===== src/rtl/tgr_pkg.sv =====
// Shared types and constants for the touchpad gesture recognizer.
// Holds the config record, controller command/status records and event codes.
// No dependencies.
`default_nettype none

package tgr_pkg;

    localparam int COORD_W   = 16;
    localparam int TIME_W    = 32;
    localparam int ACC_W     = 32;
    localparam int DATA_W    = 32;
    localparam int ADDR_W    = 5;
    localparam int PCT_W     = 7;
    localparam int PROD_W    = 23;
    localparam int RECIP_W   = 24;
    localparam int QPROD_W   = PROD_W + RECIP_W;

    localparam logic [PCT_W-1:0]   PCT_MAX     = 7'd100;
    localparam logic [RECIP_W-1:0] RECIP_100   = 24'd10737419;
    localparam int                 RECIP_SHIFT = 30;

    localparam logic [15:0] RST_RANGE_X      = 16'd4095;
    localparam logic [15:0] RST_RANGE_Y      = 16'd4095;
    localparam logic [15:0] RST_TAP_MOTION   = 16'd64;
    localparam logic [31:0] RST_TAP_DURATION = 32'd180;
    localparam logic [15:0] RST_SCROLL_PITCH = 16'd48;
    localparam logic [6:0]  RST_EDGE_PERCENT = 7'd25;

    localparam logic [2:0] REG_RANGE_X      = 3'd0;
    localparam logic [2:0] REG_RANGE_Y      = 3'd1;
    localparam logic [2:0] REG_TAP_MOTION   = 3'd2;
    localparam logic [2:0] REG_TAP_DURATION = 3'd3;
    localparam logic [2:0] REG_SCROLL_PITCH = 3'd4;
    localparam logic [2:0] REG_EDGE_PERCENT = 3'd5;

    localparam logic [1:0] KIND_SCROLL = 2'd0;
    localparam logic [1:0] KIND_TAP    = 2'd1;
    localparam logic [1:0] KIND_CLICK  = 2'd2;

    localparam logic [1:0] ZONE_MENU = 2'd0;
    localparam logic [1:0] ZONE_PLAY = 2'd1;
    localparam logic [1:0] ZONE_PREV = 2'd2;
    localparam logic [1:0] ZONE_NEXT = 2'd3;

    localparam logic signed [1:0] DELTA_NONE = 2'sd0;
    localparam logic signed [1:0] DELTA_UP   = 2'sd1;
    localparam logic signed [1:0] DELTA_DOWN = -2'sd1;

    localparam logic [1:0] EV_CLICK = 2'd0;
    localparam logic [1:0] EV_UP    = 2'd1;
    localparam logic [1:0] EV_DOWN  = 2'd2;
    localparam logic [1:0] EV_TAP   = 2'd3;

    typedef struct packed {
        logic [15:0] range_x;
        logic [15:0] range_y;
        logic [15:0] tap_motion_limit;
        logic [31:0] tap_duration_limit;
        logic [15:0] scroll_pitch;
        logic [6:0]  edge_percent;
    } cfg_t;

    typedef struct packed {
        logic       load;
        logic       btn_upd;
        logic       start;
        logic       move;
        logic       end_a;
        logic       end_b;
        logic       emit;
        logic       tick;
        logic       flush;
        logic [1:0] ev_sel;
    } cmd_t;

    typedef struct packed {
        logic s_valid;
        logic s_finger;
        logic touching;
        logic btn_rise;
        logic dy_zero;
        logic tick_up;
        logic tick_dn;
        logic tap_ok;
        logic emit_ok;
        logic pend_valid;
        logic out_free;
    } stat_t;

endpackage

`default_nettype wire


===== src/rtl/tgr_if.sv =====
// Valid/ready channels for poll samples and gesture events.
// Depends on nothing but the fixed field widths.
`default_nettype none

interface tgr_sample_if;
    logic        valid;
    logic        ready;
    logic        sample_valid;
    logic        finger_down;
    logic [15:0] pos_x;
    logic [15:0] pos_y;
    logic [31:0] time_ms;
    logic        button_down;

    modport source (
        output valid, sample_valid, finger_down, pos_x, pos_y, time_ms, button_down,
        input  ready
    );
    modport sink (
        input  valid, sample_valid, finger_down, pos_x, pos_y, time_ms, button_down,
        output ready
    );
endinterface

interface tgr_event_if;
    logic              valid;
    logic              ready;
    logic [1:0]        event_kind;
    logic signed [1:0] scroll_delta;
    logic [1:0]        tap_zone;
    logic [31:0]       event_time;
    logic              last_event;

    modport source (
        output valid, event_kind, scroll_delta, tap_zone, event_time, last_event,
        input  ready
    );
    modport sink (
        input  valid, event_kind, scroll_delta, tap_zone, event_time, last_event,
        output ready
    );
endinterface

`default_nettype wire


===== src/rtl/tgr_regs.sv =====
// APB configuration registers of the gesture recognizer.
// Depends on tgr_pkg.
`default_nettype none

module tgr_regs (
    input  wire logic                         clk,
    input  wire logic                         rst_n,
    input  wire logic                         psel,
    input  wire logic                         penable,
    input  wire logic                         pwrite,
    input  wire logic [tgr_pkg::ADDR_W-1:0]   paddr,
    input  wire logic [tgr_pkg::DATA_W-1:0]   pwdata,
    output logic      [tgr_pkg::DATA_W-1:0]   prdata,
    output logic                              pready,
    output tgr_pkg::cfg_t                     cfg
);

    tgr_pkg::cfg_t cfg_reg;
    logic          wr_en;
    logic [2:0]    reg_idx;

    assign pready  = 1'b1;
    assign wr_en   = psel && penable && pwrite && pready;
    assign reg_idx = paddr[4:2];
    assign cfg     = cfg_reg;

    always_ff @(posedge clk or negedge rst_n)
    begin
        if (!rst_n)
        begin
            cfg_reg.range_x            <= tgr_pkg::RST_RANGE_X;
            cfg_reg.range_y            <= tgr_pkg::RST_RANGE_Y;
            cfg_reg.tap_motion_limit   <= tgr_pkg::RST_TAP_MOTION;
            cfg_reg.tap_duration_limit <= tgr_pkg::RST_TAP_DURATION;
            cfg_reg.scroll_pitch       <= tgr_pkg::RST_SCROLL_PITCH;
            cfg_reg.edge_percent       <= tgr_pkg::RST_EDGE_PERCENT;
        end
        else if (wr_en)
        begin
            case (reg_idx)
                tgr_pkg::REG_RANGE_X:      cfg_reg.range_x            <= pwdata[15:0];
                tgr_pkg::REG_RANGE_Y:      cfg_reg.range_y            <= pwdata[15:0];
                tgr_pkg::REG_TAP_MOTION:   cfg_reg.tap_motion_limit   <= pwdata[15:0];
                tgr_pkg::REG_TAP_DURATION: cfg_reg.tap_duration_limit <= pwdata;
                tgr_pkg::REG_SCROLL_PITCH: cfg_reg.scroll_pitch       <= pwdata[15:0];
                tgr_pkg::REG_EDGE_PERCENT: cfg_reg.edge_percent       <= pwdata[6:0];
                default: ;
            endcase
        end
    end

    always_comb
    begin
        case (reg_idx)
            tgr_pkg::REG_RANGE_X:      prdata = 32'(cfg_reg.range_x);
            tgr_pkg::REG_RANGE_Y:      prdata = 32'(cfg_reg.range_y);
            tgr_pkg::REG_TAP_MOTION:   prdata = 32'(cfg_reg.tap_motion_limit);
            tgr_pkg::REG_TAP_DURATION: prdata = cfg_reg.tap_duration_limit;
            tgr_pkg::REG_SCROLL_PITCH: prdata = 32'(cfg_reg.scroll_pitch);
            tgr_pkg::REG_EDGE_PERCENT: prdata = 32'(cfg_reg.edge_percent);
            default:                   prdata = '0;
        endcase
    end

endmodule

`default_nettype wire


===== src/rtl/tgr_ctrl.sv =====
// Sequencer of the gesture recognizer: steps one sample through click,
// touch routing, scroll ticks, tap check and the final beat. Depends on tgr_pkg.
`default_nettype none

module tgr_ctrl (
    input  wire logic           clk,
    input  wire logic           rst_n,
    input  wire logic           in_valid,
    output logic                in_ready,
    input  tgr_pkg::stat_t      stat,
    output tgr_pkg::cmd_t       cmd
);

    localparam logic [3:0] S_IDLE  = 4'd0;
    localparam logic [3:0] S_CLICK = 4'd1;
    localparam logic [3:0] S_ROUTE = 4'd2;
    localparam logic [3:0] S_TICK  = 4'd3;
    localparam logic [3:0] S_END_A = 4'd4;
    localparam logic [3:0] S_END_B = 4'd5;
    localparam logic [3:0] S_TAP   = 4'd6;
    localparam logic [3:0] S_FLUSH = 4'd7;

    logic [3:0] state_reg;
    logic [3:0] state_next;

    assign in_ready = (state_reg == S_IDLE);

    always_ff @(posedge clk or negedge rst_n)
    begin
        if (!rst_n)
        begin
            state_reg <= S_IDLE;
        end
        else
        begin
            state_reg <= state_next;
        end
    end

    always_comb
    begin
        state_next = state_reg;
        cmd        = '0;
        cmd.ev_sel = tgr_pkg::EV_CLICK;
        case (state_reg)
            S_IDLE:
            begin
                if (in_valid)
                begin
                    cmd.load   = 1'b1;
                    state_next = S_CLICK;
                end
            end
            S_CLICK:
            begin
                if (!stat.btn_rise)
                begin
                    cmd.btn_upd = 1'b1;
                    state_next  = S_ROUTE;
                end
                else if (stat.emit_ok)
                begin
                    cmd.btn_upd = 1'b1;
                    cmd.emit    = 1'b1;
                    cmd.ev_sel  = tgr_pkg::EV_CLICK;
                    state_next  = S_ROUTE;
                end
            end
            S_ROUTE:
            begin
                if (stat.s_valid && stat.s_finger)
                begin
                    if (!stat.touching)
                    begin
                        cmd.start  = 1'b1;
                        state_next = S_FLUSH;
                    end
                    else
                    begin
                        cmd.move   = 1'b1;
                        state_next = stat.dy_zero ? S_FLUSH : S_TICK;
                    end
                end
                else
                begin
                    state_next = stat.touching ? S_END_A : S_FLUSH;
                end
            end
            S_TICK:
            begin
                if (stat.tick_up || stat.tick_dn)
                begin
                    if (stat.emit_ok)
                    begin
                        cmd.emit   = 1'b1;
                        cmd.tick   = 1'b1;
                        cmd.ev_sel = stat.tick_up ? tgr_pkg::EV_UP : tgr_pkg::EV_DOWN;
                    end
                end
                else
                begin
                    state_next = S_FLUSH;
                end
            end
            S_END_A:
            begin
                cmd.end_a  = 1'b1;
                state_next = S_END_B;
            end
            S_END_B:
            begin
                cmd.end_b  = 1'b1;
                state_next = S_TAP;
            end
            S_TAP:
            begin
                if (!stat.tap_ok)
                begin
                    state_next = S_FLUSH;
                end
                else if (stat.emit_ok)
                begin
                    cmd.emit   = 1'b1;
                    cmd.ev_sel = tgr_pkg::EV_TAP;
                    state_next = S_FLUSH;
                end
            end
            S_FLUSH:
            begin
                if (!stat.pend_valid)
                begin
                    state_next = S_IDLE;
                end
                else if (stat.out_free)
                begin
                    cmd.flush  = 1'b1;
                    state_next = S_IDLE;
                end
            end
            default:
            begin
                state_next = S_IDLE;
            end
        endcase
    end

    a_emit_room: assert property (@(posedge clk) disable iff (!rst_n)
        cmd.emit |-> stat.emit_ok)
        else $error("emit issued with no room for the beat");

    a_flush_room: assert property (@(posedge clk) disable iff (!rst_n)
        cmd.flush |-> stat.out_free)
        else $error("flush issued while output register is held");

    a_tick_entry: assert property (@(posedge clk) disable iff (!rst_n)
        (state_reg == S_TICK) |-> ($past(state_reg) == S_ROUTE || $past(state_reg) == S_TICK))
        else $error("tick loop entered without a move");

endmodule

`default_nettype wire


===== src/rtl/tgr_dp.sv =====
// Datapath of the gesture recognizer: sample latch, touch state, scroll
// accumulator, tap zone arithmetic and the event staging and output
// registers. Depends on tgr_pkg.
`default_nettype none

module tgr_dp #(
    parameter int MAX_TICKS  = 16,
    parameter int COORD_BITS = 16
) (
    input  wire logic              clk,
    input  wire logic              rst_n,
    input  tgr_pkg::cfg_t          cfg,
    input  tgr_pkg::cmd_t          cmd,
    output tgr_pkg::stat_t         stat,
    input  wire logic              in_sample_valid,
    input  wire logic              in_finger_down,
    input  wire logic [15:0]       in_pos_x,
    input  wire logic [15:0]       in_pos_y,
    input  wire logic [31:0]       in_time_ms,
    input  wire logic              in_button_down,
    output logic                   out_valid,
    input  wire logic              out_ready,
    output logic [1:0]             event_kind,
    output logic signed [1:0]      scroll_delta,
    output logic [1:0]             tap_zone,
    output logic [31:0]            event_time,
    output logic                   last_event
);

    localparam int TW = $clog2(MAX_TICKS + 1);
    localparam logic [TW-1:0] TICK_CAP = TW'(MAX_TICKS);

    logic                         s_valid_reg;
    logic                         s_finger_reg;
    logic [COORD_BITS-1:0]        s_x_reg;
    logic [COORD_BITS-1:0]        s_y_reg;
    logic [31:0]                  s_time_reg;
    logic                         s_btn_reg;

    logic                         touching_reg;
    logic                         button_level_reg;
    logic [COORD_BITS-1:0]        origin_x_reg;
    logic [COORD_BITS-1:0]        origin_y_reg;
    logic [COORD_BITS-1:0]        recent_x_reg;
    logic [COORD_BITS-1:0]        recent_y_reg;
    logic [31:0]                  begin_time_reg;
    logic signed [31:0]           acc_reg;
    logic signed [31:0]           acc_next;
    logic [TW-1:0]                ticks_reg;

    logic                         tap_ok_reg;
    logic [tgr_pkg::PROD_W-1:0]   prod_x_reg;
    logic [tgr_pkg::PROD_W-1:0]   prod_y_reg;
    logic [15:0]                  left_reg;
    logic [15:0]                  top_reg;

    logic                         pend_valid_reg;
    logic [1:0]                   pend_kind_reg;
    logic signed [1:0]            pend_delta_reg;
    logic [1:0]                   pend_zone_reg;

    logic                         out_valid_reg;
    logic [1:0]                   out_kind_reg;
    logic signed [1:0]            out_delta_reg;
    logic [1:0]                   out_zone_reg;
    logic [31:0]                  out_time_reg;
    logic                         out_last_reg;

    logic [15:0]                  pitch_eff;
    logic signed [31:0]           pitch_s;
    logic signed [16:0]           dy_s;
    logic signed [32:0]           sum_s;
    logic signed [31:0]           sum_sat;
    logic                         tick_room;
    logic [31:0]                  dur;
    logic [COORD_BITS-1:0]        drift_x;
    logic [COORD_BITS-1:0]        drift_y;
    logic [tgr_pkg::PCT_W-1:0]    pct;
    logic [15:0]                  ox16;
    logic [15:0]                  oy16;
    logic [15:0]                  bottom;
    logic [15:0]                  right;
    logic [1:0]                   zone;
    logic [1:0]                   ev_kind;
    logic signed [1:0]            ev_delta;
    logic [1:0]                   ev_zone;
    logic                         out_free;
    logic                         push;

    assign pitch_eff = (cfg.scroll_pitch == 16'd0) ? 16'd1 : cfg.scroll_pitch;
    assign pitch_s   = $signed(32'(pitch_eff));
    assign dy_s      = $signed(17'(s_y_reg)) - $signed(17'(recent_y_reg));
    assign sum_s     = 33'(acc_reg) + 33'(dy_s);
    assign tick_room = ticks_reg < TICK_CAP;

    always_comb
    begin
        if (sum_s[32] != sum_s[31])
        begin
            sum_sat = sum_s[32] ? 32'sh8000_0000 : 32'sh7FFF_FFFF;
        end
        else
        begin
            sum_sat = sum_s[31:0];
        end
    end

    always_comb
    begin
        acc_next = acc_reg;
        if (cmd.start)
        begin
            acc_next = '0;
        end
        else if (cmd.move && !stat.dy_zero)
        begin
            acc_next = sum_sat;
        end
        else if (cmd.emit && cmd.tick)
        begin
            acc_next = (cmd.ev_sel == tgr_pkg::EV_UP) ? acc_reg - pitch_s : acc_reg + pitch_s;
        end
    end

    assign dur     = s_time_reg - begin_time_reg;
    assign drift_x = (recent_x_reg > origin_x_reg) ? recent_x_reg - origin_x_reg
                                                   : origin_x_reg - recent_x_reg;
    assign drift_y = (recent_y_reg > origin_y_reg) ? recent_y_reg - origin_y_reg
                                                   : origin_y_reg - recent_y_reg;
    assign pct     = (cfg.edge_percent > tgr_pkg::PCT_MAX) ? tgr_pkg::PCT_MAX
                                                           : cfg.edge_percent;

    assign ox16   = 16'(origin_x_reg);
    assign oy16   = 16'(origin_y_reg);
    assign bottom = cfg.range_y - top_reg;
    assign right  = cfg.range_x - left_reg;

    always_comb
    begin
        if (oy16 <= top_reg)
        begin
            zone = tgr_pkg::ZONE_MENU;
        end
        else if (oy16 >= bottom)
        begin
            zone = tgr_pkg::ZONE_PLAY;
        end
        else if (ox16 <= left_reg)
        begin
            zone = tgr_pkg::ZONE_PREV;
        end
        else if (ox16 >= right)
        begin
            zone = tgr_pkg::ZONE_NEXT;
        end
        else
        begin
            zone = tgr_pkg::ZONE_MENU;
        end
    end

    always_comb
    begin
        case (cmd.ev_sel)
            tgr_pkg::EV_UP:
            begin
                ev_kind  = tgr_pkg::KIND_SCROLL;
                ev_delta = tgr_pkg::DELTA_UP;
                ev_zone  = tgr_pkg::ZONE_MENU;
            end
            tgr_pkg::EV_DOWN:
            begin
                ev_kind  = tgr_pkg::KIND_SCROLL;
                ev_delta = tgr_pkg::DELTA_DOWN;
                ev_zone  = tgr_pkg::ZONE_MENU;
            end
            tgr_pkg::EV_TAP:
            begin
                ev_kind  = tgr_pkg::KIND_TAP;
                ev_delta = tgr_pkg::DELTA_NONE;
                ev_zone  = zone;
            end
            default:
            begin
                ev_kind  = tgr_pkg::KIND_CLICK;
                ev_delta = tgr_pkg::DELTA_NONE;
                ev_zone  = tgr_pkg::ZONE_MENU;
            end
        endcase
    end

    assign out_free = !out_valid_reg || out_ready;
    assign push     = (cmd.emit && pend_valid_reg) || cmd.flush;

    always_comb
    begin
        stat            = '0;
        stat.s_valid    = s_valid_reg;
        stat.s_finger   = s_finger_reg;
        stat.touching   = touching_reg;
        stat.btn_rise   = s_btn_reg && !button_level_reg;
        stat.dy_zero    = (s_y_reg == recent_y_reg);
        stat.tick_up    = tick_room && (acc_reg >= pitch_s);
        stat.tick_dn    = tick_room && (acc_reg <= -pitch_s);
        stat.tap_ok     = tap_ok_reg;
        stat.emit_ok    = !pend_valid_reg || out_free;
        stat.pend_valid = pend_valid_reg;
        stat.out_free   = out_free;
    end

    always_ff @(posedge clk)
    begin
        if (cmd.load)
        begin
            s_valid_reg  <= in_sample_valid;
            s_finger_reg <= in_finger_down;
            s_x_reg      <= in_pos_x[COORD_BITS-1:0];
            s_y_reg      <= in_pos_y[COORD_BITS-1:0];
            s_time_reg   <= in_time_ms;
            s_btn_reg    <= in_button_down;
        end
        if (cmd.end_a)
        begin
            prod_x_reg <= tgr_pkg::PROD_W'(cfg.range_x) * tgr_pkg::PROD_W'(pct);
            prod_y_reg <= tgr_pkg::PROD_W'(cfg.range_y) * tgr_pkg::PROD_W'(pct);
        end
        if (cmd.end_b)
        begin
            left_reg <= 16'((tgr_pkg::QPROD_W'(prod_x_reg) * tgr_pkg::QPROD_W'(tgr_pkg::RECIP_100))
                            >> tgr_pkg::RECIP_SHIFT);
            top_reg  <= 16'((tgr_pkg::QPROD_W'(prod_y_reg) * tgr_pkg::QPROD_W'(tgr_pkg::RECIP_100))
                            >> tgr_pkg::RECIP_SHIFT);
        end
        if (cmd.emit)
        begin
            pend_kind_reg  <= ev_kind;
            pend_delta_reg <= ev_delta;
            pend_zone_reg  <= ev_zone;
        end
        if (push)
        begin
            out_kind_reg  <= pend_kind_reg;
            out_delta_reg <= pend_delta_reg;
            out_zone_reg  <= pend_zone_reg;
            out_time_reg  <= s_time_reg;
            out_last_reg  <= cmd.flush;
        end
    end

    always_ff @(posedge clk or negedge rst_n)
    begin
        if (!rst_n)
        begin
            touching_reg     <= 1'b0;
            button_level_reg <= 1'b0;
            origin_x_reg     <= '0;
            origin_y_reg     <= '0;
            recent_x_reg     <= '0;
            recent_y_reg     <= '0;
            begin_time_reg   <= '0;
            acc_reg          <= '0;
            ticks_reg        <= '0;
            tap_ok_reg       <= 1'b0;
            pend_valid_reg   <= 1'b0;
            out_valid_reg    <= 1'b0;
        end
        else
        begin
            acc_reg <= acc_next;
            if (cmd.btn_upd)
            begin
                button_level_reg <= s_btn_reg;
            end
            if (cmd.start)
            begin
                touching_reg   <= 1'b1;
                origin_x_reg   <= s_x_reg;
                origin_y_reg   <= s_y_reg;
                recent_x_reg   <= s_x_reg;
                recent_y_reg   <= s_y_reg;
                begin_time_reg <= s_time_reg;
            end
            if (cmd.move)
            begin
                recent_x_reg <= s_x_reg;
                recent_y_reg <= s_y_reg;
                ticks_reg    <= '0;
            end
            else if (cmd.emit && cmd.tick)
            begin
                ticks_reg <= ticks_reg + TW'(1);
            end
            if (cmd.end_a)
            begin
                touching_reg <= 1'b0;
                tap_ok_reg   <= (dur <= cfg.tap_duration_limit)
                             && (16'(drift_x) <= cfg.tap_motion_limit)
                             && (16'(drift_y) <= cfg.tap_motion_limit);
            end
            if (cmd.emit)
            begin
                pend_valid_reg <= 1'b1;
            end
            else if (cmd.flush)
            begin
                pend_valid_reg <= 1'b0;
            end
            if (push)
            begin
                out_valid_reg <= 1'b1;
            end
            else if (out_ready)
            begin
                out_valid_reg <= 1'b0;
            end
        end
    end

    assign out_valid    = out_valid_reg;
    assign event_kind   = out_kind_reg;
    assign scroll_delta = out_delta_reg;
    assign tap_zone     = out_zone_reg;
    assign event_time   = out_time_reg;
    assign last_event   = out_last_reg;

    a_no_overwrite: assert property (@(posedge clk) disable iff (!rst_n)
        push |-> out_free)
        else $error("output register overwritten while held");

    a_tick_cap: assert property (@(posedge clk) disable iff (!rst_n)
        ticks_reg <= TICK_CAP)
        else $error("tick count beyond cap");

    a_scroll_dir: assert property (@(posedge clk) disable iff (!rst_n)
        (out_valid_reg && out_kind_reg == tgr_pkg::KIND_SCROLL)
            |-> (out_delta_reg == tgr_pkg::DELTA_UP || out_delta_reg == tgr_pkg::DELTA_DOWN))
        else $error("scroll beat without direction");

endmodule

`default_nettype wire


===== src/rtl/touchpad_gesture_recognizer.sv =====
// Touchpad gesture recognizer: one poll sample per beat in, click, scroll and tap beats out.
// Each sample steps through click check, touch routing, the scroll tick loop and, on a touch
// release, the tap check before its final beat, if any; earlier beats leave ahead of it.
// A new sample is taken only once the previous one is through and the sequencer is idle; the
// scroll loop emits one tick per cycle while the event stage has room. Output stalls hold it.
// Reset: rst_n clears touch state, scroll accumulator and button level and loads defaults.
`default_nettype none

module touchpad_gesture_recognizer #(
    parameter int MAX_TICKS  = 16,
    parameter int COORD_BITS = 16
) (
    input  wire logic                         clk,
    input  wire logic                         rst_n,
    input  wire logic                         psel,
    input  wire logic                         penable,
    input  wire logic                         pwrite,
    input  wire logic [tgr_pkg::ADDR_W-1:0]   paddr,
    input  wire logic [tgr_pkg::DATA_W-1:0]   pwdata,
    output logic      [tgr_pkg::DATA_W-1:0]   prdata,
    output logic                              pready,
    tgr_sample_if.sink                        sample,
    tgr_event_if.source                       evt
);

    tgr_pkg::cfg_t  cfg;
    tgr_pkg::cmd_t  cmd;
    tgr_pkg::stat_t stat;
    logic           in_ready;

    assign sample.ready = in_ready;

    tgr_regs u_regs (
        .clk     (clk),
        .rst_n   (rst_n),
        .psel    (psel),
        .penable (penable),
        .pwrite  (pwrite),
        .paddr   (paddr),
        .pwdata  (pwdata),
        .prdata  (prdata),
        .pready  (pready),
        .cfg     (cfg)
    );

    tgr_ctrl u_ctrl (
        .clk      (clk),
        .rst_n    (rst_n),
        .in_valid (sample.valid),
        .in_ready (in_ready),
        .stat     (stat),
        .cmd      (cmd)
    );

    tgr_dp #(
        .MAX_TICKS  (MAX_TICKS),
        .COORD_BITS (COORD_BITS)
    ) u_dp (
        .clk             (clk),
        .rst_n           (rst_n),
        .cfg             (cfg),
        .cmd             (cmd),
        .stat            (stat),
        .in_sample_valid (sample.sample_valid),
        .in_finger_down  (sample.finger_down),
        .in_pos_x        (sample.pos_x),
        .in_pos_y        (sample.pos_y),
        .in_time_ms      (sample.time_ms),
        .in_button_down  (sample.button_down),
        .out_valid       (evt.valid),
        .out_ready       (evt.ready),
        .event_kind      (evt.event_kind),
        .scroll_delta    (evt.scroll_delta),
        .tap_zone        (evt.tap_zone),
        .event_time      (evt.event_time),
        .last_event      (evt.last_event)
    );

endmodule

`default_nettype wire

===== src/flat_wrapper.sv =====
// flat-port wrapper written by rule: the top's interface ports become plain ports
module touchpad_gesture_recognizer_flat 
#(
    parameter int MAX_TICKS  = 16,
    parameter int COORD_BITS = 16
)
  (clk, rst_n, psel, penable, pwrite, paddr, pwdata, prdata, pready, sample_valid, sample_sample_valid, sample_finger_down, sample_pos_x, sample_pos_y, sample_time_ms, sample_button_down, sample_ready, evt_valid, evt_event_kind, evt_scroll_delta, evt_tap_zone, evt_event_time, evt_last_event, evt_ready);
  tgr_sample_if sample_i ();
  tgr_event_if evt_i ();
  input  wire logic clk;
  input  wire logic rst_n;
  input  wire logic psel;
  input  wire logic penable;
  input  wire logic pwrite;
  input  wire logic [tgr_pkg::ADDR_W-1:0] paddr;
  input  wire logic [tgr_pkg::DATA_W-1:0] pwdata;
  output logic      [tgr_pkg::DATA_W-1:0] prdata;
  output logic pready;
  input wire logic [$bits(sample_i.valid)-1:0] sample_valid;
  input wire logic [$bits(sample_i.sample_valid)-1:0] sample_sample_valid;
  input wire logic [$bits(sample_i.finger_down)-1:0] sample_finger_down;
  input wire logic [$bits(sample_i.pos_x)-1:0] sample_pos_x;
  input wire logic [$bits(sample_i.pos_y)-1:0] sample_pos_y;
  input wire logic [$bits(sample_i.time_ms)-1:0] sample_time_ms;
  input wire logic [$bits(sample_i.button_down)-1:0] sample_button_down;
  output wire logic [$bits(sample_i.ready)-1:0] sample_ready;
  output wire logic [$bits(evt_i.valid)-1:0] evt_valid;
  output wire logic [$bits(evt_i.event_kind)-1:0] evt_event_kind;
  output wire logic [$bits(evt_i.scroll_delta)-1:0] evt_scroll_delta;
  output wire logic [$bits(evt_i.tap_zone)-1:0] evt_tap_zone;
  output wire logic [$bits(evt_i.event_time)-1:0] evt_event_time;
  output wire logic [$bits(evt_i.last_event)-1:0] evt_last_event;
  input wire logic [$bits(evt_i.ready)-1:0] evt_ready;
  assign sample_i.valid = sample_valid;
  assign sample_i.sample_valid = sample_sample_valid;
  assign sample_i.finger_down = sample_finger_down;
  assign sample_i.pos_x = sample_pos_x;
  assign sample_i.pos_y = sample_pos_y;
  assign sample_i.time_ms = sample_time_ms;
  assign sample_i.button_down = sample_button_down;
  assign sample_ready = sample_i.ready;
  assign evt_valid = evt_i.valid;
  assign evt_event_kind = evt_i.event_kind;
  assign evt_scroll_delta = evt_i.scroll_delta;
  assign evt_tap_zone = evt_i.tap_zone;
  assign evt_event_time = evt_i.event_time;
  assign evt_last_event = evt_i.last_event;
  assign evt_i.ready = evt_ready;
  touchpad_gesture_recognizer #(.MAX_TICKS(MAX_TICKS), .COORD_BITS(COORD_BITS)) u_core (.clk(clk), .rst_n(rst_n), .psel(psel), .penable(penable), .pwrite(pwrite), .paddr(paddr), .pwdata(pwdata), .prdata(prdata), .pready(pready), .sample(sample_i), .evt(evt_i));
endmodule

===== config.mk =====
export PLATFORM = sky130hd
export DESIGN_NAME = touchpad_gesture_recognizer_flat
export DESIGN_NICKNAME = d
export VERILOG_FILES = /design/src/rtl/tgr_pkg.sv /design/src/rtl/tgr_if.sv /design/src/rtl/tgr_regs.sv /design/src/rtl/tgr_ctrl.sv /design/src/rtl/tgr_dp.sv /design/src/rtl/touchpad_gesture_recognizer.sv /design/src/flat_wrapper.sv
export SDC_FILE = /design/constraint.sdc
export NUM_CORES = 2
export LEC_CHECK = 0
export BUFFER_PORTS_ARGS = -buffer_cell sky130_fd_sc_hd__buf_2
export CAP_MARGIN = 15
export CORE_MARGIN = 2
export CORE_UTILIZATION = 55
export CTS_CLUSTER_DIAMETER = 50
export DETAILED_ROUTE_END_ITERATION = 8
export HOLD_SLACK_MARGIN = 0.06
export PLACE_DENSITY = 0.72
export SETUP_SLACK_MARGIN = 0.4
export SYNTH_ARGS = -nofsm -noshare
export SYNTH_HDL_FRONTEND = slang
export SYNTH_HIERARCHICAL = 1
export SYNTH_SLANG_ARGS = --single-unit

===== constraint.sdc =====
create_clock -name clk -period 8.9 [get_ports clk]
set_input_delay 1.335 -clock clk [delete_from_list [all_inputs] [get_ports clk]]
set_output_delay 1.335 -clock clk [all_outputs]
set_load 0.05 [all_outputs]

======== Word level (Yosys, flattened, before mapping) ========
Index checks and enable logic that the tools add are counted.
W data, S select, Z words.
word-level totals
  flip-flop bits (word level) ............. 435
  input bits .............................. 111
  output and inout bits ................... 74
cells by class
  add/sub/neg operators ................... 13
  $mul .................................... 4
  magnitude comparators ................... 13
  equality and inequality tests ........... 22
  muxes and demuxes ....................... 66
  bitwise logic cells ..................... 1
  reduce and logical (&&, ||, !) cells .... 38
operators with widths
  operator                  count
  $mux W32                  6
  $pmux W32 S6              1
  $mux W16                  7
  $sub A16 B16 Y16          6
  $mul A23 B24 Y46 const B  2
  $le A16 B16 Y1            4
  $le A32 B32 Y1            2
  $mul A16 B7 Y23           2
  $add A32 B17 Y33          1
  $add A32 B17 Y32          1
  $ge A16 B16 Y1            2
  $ge A32 B17 Y1            1
  $gt A16 B16 Y1            2
  $mux W4                   8
  $neg A16 Y32              1
  $pmux W4 S8               1
  $sub A32 B17 Y32          1
  $sub A32 B32 Y32          1
  $mux W1                   22
  $mux W2                   11
  $sub A16 B16 Y17          1
  $eq A16 B16 Y1            1
  $eq A4 B3 Y1 const B      4
  $logic_not A16 Y1         1
  31 further kinds          68

======== Depth between registers and ports, before layout ========
  word-level depth ........................ 13
  gate-level depth with buffers ........... 35

======== By module ========
Netlist, hierarchy kept.
modules (own cells, without submodules)
  module    instances  cells each  area each (sq um)
  tgr_dp    1          5219        49949.2
  tgr_regs  1          342         5058.6
  tgr_ctrl  1          55          361.6

======== Least setup slack after synthesis ========
No wires, ideal clock.
  path kind ............................... register to register
  start point ............................. register u_core/u_dp/prod_y_reg[6] (netlist bit)
  end point ............................... register u_core.u_dp.top_reg[8] (data pin)
  library setup time ...................... 0.254 ns
  arrival ................................. 6.246 ns
  required time ........................... 8.646 ns
  slack ................................... 2.400 ns
  cell stages (with the launch flop) ...... 24
  buffers on the path ..................... 0
  period minus slack after synthesis ...... 6.500 ns
  path through ............................ edfxtp_1 -> inv_1 -> fa_1 -> inv_1 -> fa_1 -> inv_1 -> fa_1 -> fa_1 -> inv_1 -> fa_1 -> fa_1 -> inv_1 -> fa_1 -> inv_1 -> ha_1 -> nand3_1 -> nor2_1 -> a211oi_1 -> o21a_1 -> a21boi_0 -> o41ai_1 -> o21ai_0 -> or3_1 -> nor2b_1
on the way
  longest elaborated chain between the ends .. 1
RTL lines
  item                    RTL line       RTL
  start, declared         tgr_dp.sv:53   logic [tgr_pkg::PROD_W-1:0] prod_y_reg;
  start signal, assigned  tgr_dp.sv:225  prod_y_reg <= tgr_pkg::PROD_W'(cfg.range_y) * tgr_pkg::PROD_W'(pct);
  $mul A23 B24 Y46        tgr_dp.sv:231  top_reg <= 16'((tgr_pkg::QPROD_W'(prod_y_reg) * tgr_pkg::QPROD_W'(tgr_pkg::RECIP_100))
  end signal, assigned    tgr_dp.sv:231
  end, declared           tgr_dp.sv:55   logic [15:0] top_reg;
Every way passes these cells.
A chain may end at the register's enable or synchronous reset.

======== Worst setup path in the final report ========
Same ends and word-level chain as after synthesis.

==> impl_metrics.toml <==
[run_status]
status = "finished clean"

[finish]
drive_gt1_share_pct = 9.61
fillers = 8453
fin_area_um2 = 59500
final_nets = 7326
largest_reg_flops = 103
area_growth_pct = 7.42

[placement]
place_hpwl_um = 116000
placement.cell_area_um2 = 57500
place_congestion = 0.961
portBuffers = 181

[global_routing]
antenna_found_initial = 15
grtUsageMet1_pct = 37.8
grt_max_degree = 148
grt.busiest_layer = "met2"
grt_util_met2_pct = 45.6
use_met3_pct = 4.22
first_global_vias = 41700
grt.overflow.total = 0
grt_pass1_wl_um = 228000
grtUsageTotal_pct = 28.1

[sta]
skew_ns = 0.0237
hold_violations = 0
clock.fmax_mhz = 131
setup_viol = 0
tightest_slew_ns = 1.14
final_max_slew_viol_count = 0
fin_crit_sh_pct = 85.9
tns_ns = 0
period_needed_ns = 7.64
slew_headroom_pct = 24.3
rsz0062_at_grt = "false"

[floorplan]
fp.dieW_um = 321
start_util_pct = 55.4
design.core.area_um2 = 100000
ios = 185
placementRows = 116
fp.dieH_um = 321
die_area_um2 = 103000

[setup_path]
cp_cell_sequence = "inv_1 -> fa_1 -> inv_1 -> fa_1 -> inv_1 -> fa_1 -> fa_1 -> inv_1 -> fa_1 -> fa_1 -> inv_1 -> fa_1 -> inv_1 -> ha_1 -> a21oi_1 -> o21ai_0 -> o21ai_0 -> o21a_1 -> a21boi_0 -> o41ai_1 -> o21ai_0 -> or3_1 -> nor2b_1"
arrival_ns = 8.03
crit_path_frequent_cell = "fa_1"
cp-start-kind = "register"
slowest_stage = "o21ai_0"
crit_type = "register to register"
worst_path_largest_cell_delay_ns = 0.67
crit_family = "adder cells"
worst-path-max-fanout = 7
cp.required_ns = 9.28
setup.worst_path.end_class = "register"
crit_buf_inv = 6

[synthesis]
yosysTopAreaCell = "ha_1"
synthTopCellsByCount = "inv_1 (1049), ha_1 (933), fa_1 (537)"
ys_seq_area_share_pct = 21.4
synth_top_flop_cell = "dfrtp_1"
async_reset_ff_share_pct = 56.2
synthTopCellsByArea = "ha_1 (21%), fa_1 (19%), edfxtp_1 (10%)"
ys_types = 104
synth_edf_count = 190
syn-cell-area_um2 = 55400
synth-seq-cells = 434
synth_cells = 5616
synth.most_common_cell = "inv_1"
yosys_warnings = 6
avgSynthCellArea_um2 = 9.86
synthDominantCellAreaShare_pct = 21.1

[routing]
vias = 40600
drcViolationCount = 0
dr.first_iter.drc_count = 2836
wl_per_cell_um = 20.1
postRouteAntennaNets = 0
vias_per_cell = 5.73
routed_wl_um = 142000
dr.pass1.iters = 6

[clock_network]
cts_sinks = 434
hold_buffers = 0
cts_root_buf = "clkbuf_16"
htreeDepth = 2
insertion_delay_ns = 0.64
clkTransAtPathRegs_ns = 0.06
numCtsBuffers = 58
cts_max_path_buffers = 3
post-cts-setup-buffer-count = 0
cts_resized = 0
cts_tree = "done"

[flow_run]
drv_cap = 0

[hold_path]
worst_hold_path_type = "register to register"
[worst paths after layout]
path | start | end | slack [ns] | cells past startpoint
max in group asynchronous | rst_n | u_core/u_dp/begin_time_reg[24] | 6.87 | 2
hold / removal | u_core/u_dp/pend_kind_reg[1] | u_core/u_dp/event_kind[1] | 0.42 | 0
min in group asynchronous | rst_n | u_core/u_dp/acc_reg[27] | 0.68 | 1
setup / recovery | u_core/u_dp/prod_y_reg[6] | u_core/u_dp/top_reg[8] | 1.26 | 23
hold reg to reg | u_core/u_dp/pend_kind_reg[1] | u_core/u_dp/event_kind[1] | 0.42 | 0
setup reg to reg | u_core/u_dp/prod_y_reg[6] | u_core/u_dp/top_reg[8] | 1.26 | 23
[cell usage in the layout (no fill, tap or decap), drive strengths merged, types with 69 or more instances in the layout]
master  instances
a21o          153
a21oi         246
and2          120
and3           99
buf           210
clkbuf         74
dfrtp         210
edfxtp        190
fa            537
ha            933
inv          1063
mux2          150
nand2         305
nand3          78
nor2          195
nor3           70
o21a           69
o21ai         221
xnor2         166
[cells by family (layout without fill, tap and decap cells)]
family	Yosys count	after routing	synth area share [%]
adder cells (fa/ha/maj)	1470	1470	40.5
buffers and inverters	1197	1369	8.42
AND/OR/NAND/NOR	1102	1102	10.2
AO/OA/AOI/OAI	995	995	11.8
flip-flops	434	434	21.4
XOR/XNOR	224	224	3.54
multiplexers	192	192	4.06
other	2	12	0.0136
[through the flow]
step           instances  utilization, %  setup slack, ns  hold slack, ns
6_report            7096            59.5             1.26           0.421
5_1_grt             7095            59.5            0.814           0.428
4_1_cts             7092            59.5             1.24           0.421
3_5_place_dp        6983            57.5             1.28           0.406
3_3_place_gp        6981            57.5             1.36           0.402
2_1_floorplan       5622               -             2.40           0.400
[worst reg2reg max path: stages, from the launching register on]
cell      delay [ns]
edfxtp_1        0.54
inv_1           0.15
fa_1            0.53
inv_1           0.09
fa_1            0.53
inv_1           0.05
fa_1            0.47
fa_1            0.52
inv_1           0.06
fa_1            0.44
fa_1            0.51
inv_1           0.05
fa_1            0.47
inv_1           0.04
ha_1            0.16
a21oi_1         0.14
o21ai_0         0.20
o21ai_0         0.67
o21a_1          0.24
a21boi_0        0.16
o41ai_1         0.58
o21ai_0         0.31
or3_1           0.36
nor2b_1         0.13
[final cells by class]
| type | instances | area [um2] | share of cell area (%) |
|---|---|---|---|
| Multi-Input combinational cell | 3991 | 38900 | 65.5 |
| Antenna cell | 4 | 10.0 | 0.0168 |
| Tap cell | 1298 | 1620 | 2.73 |
| Timing Repair Buffer | 210 | 1150 | 1.93 |
| Inverter | 1050 | 3940 | 6.63 |
| Clock inverter | 35 | 368 | 0.618 |
| Sequential cell | 434 | 11900 | 19.9 |
| Clock buffer | 74 | 1600 | 2.70 |
[per-layer routing]
metal	routed length, um	vias to the layer above	share of wire [%]
li1	-	19200	-
met1	62200	20000	44
met2	65400	1178	46
met3	8420	256	5.9
met4	6290	20	4.4
met5	122	-	0.086
Power is left out: the tool's default activity adds up to more than one toggle a clock period on the data nets, which glitch-free logic cannot reach.
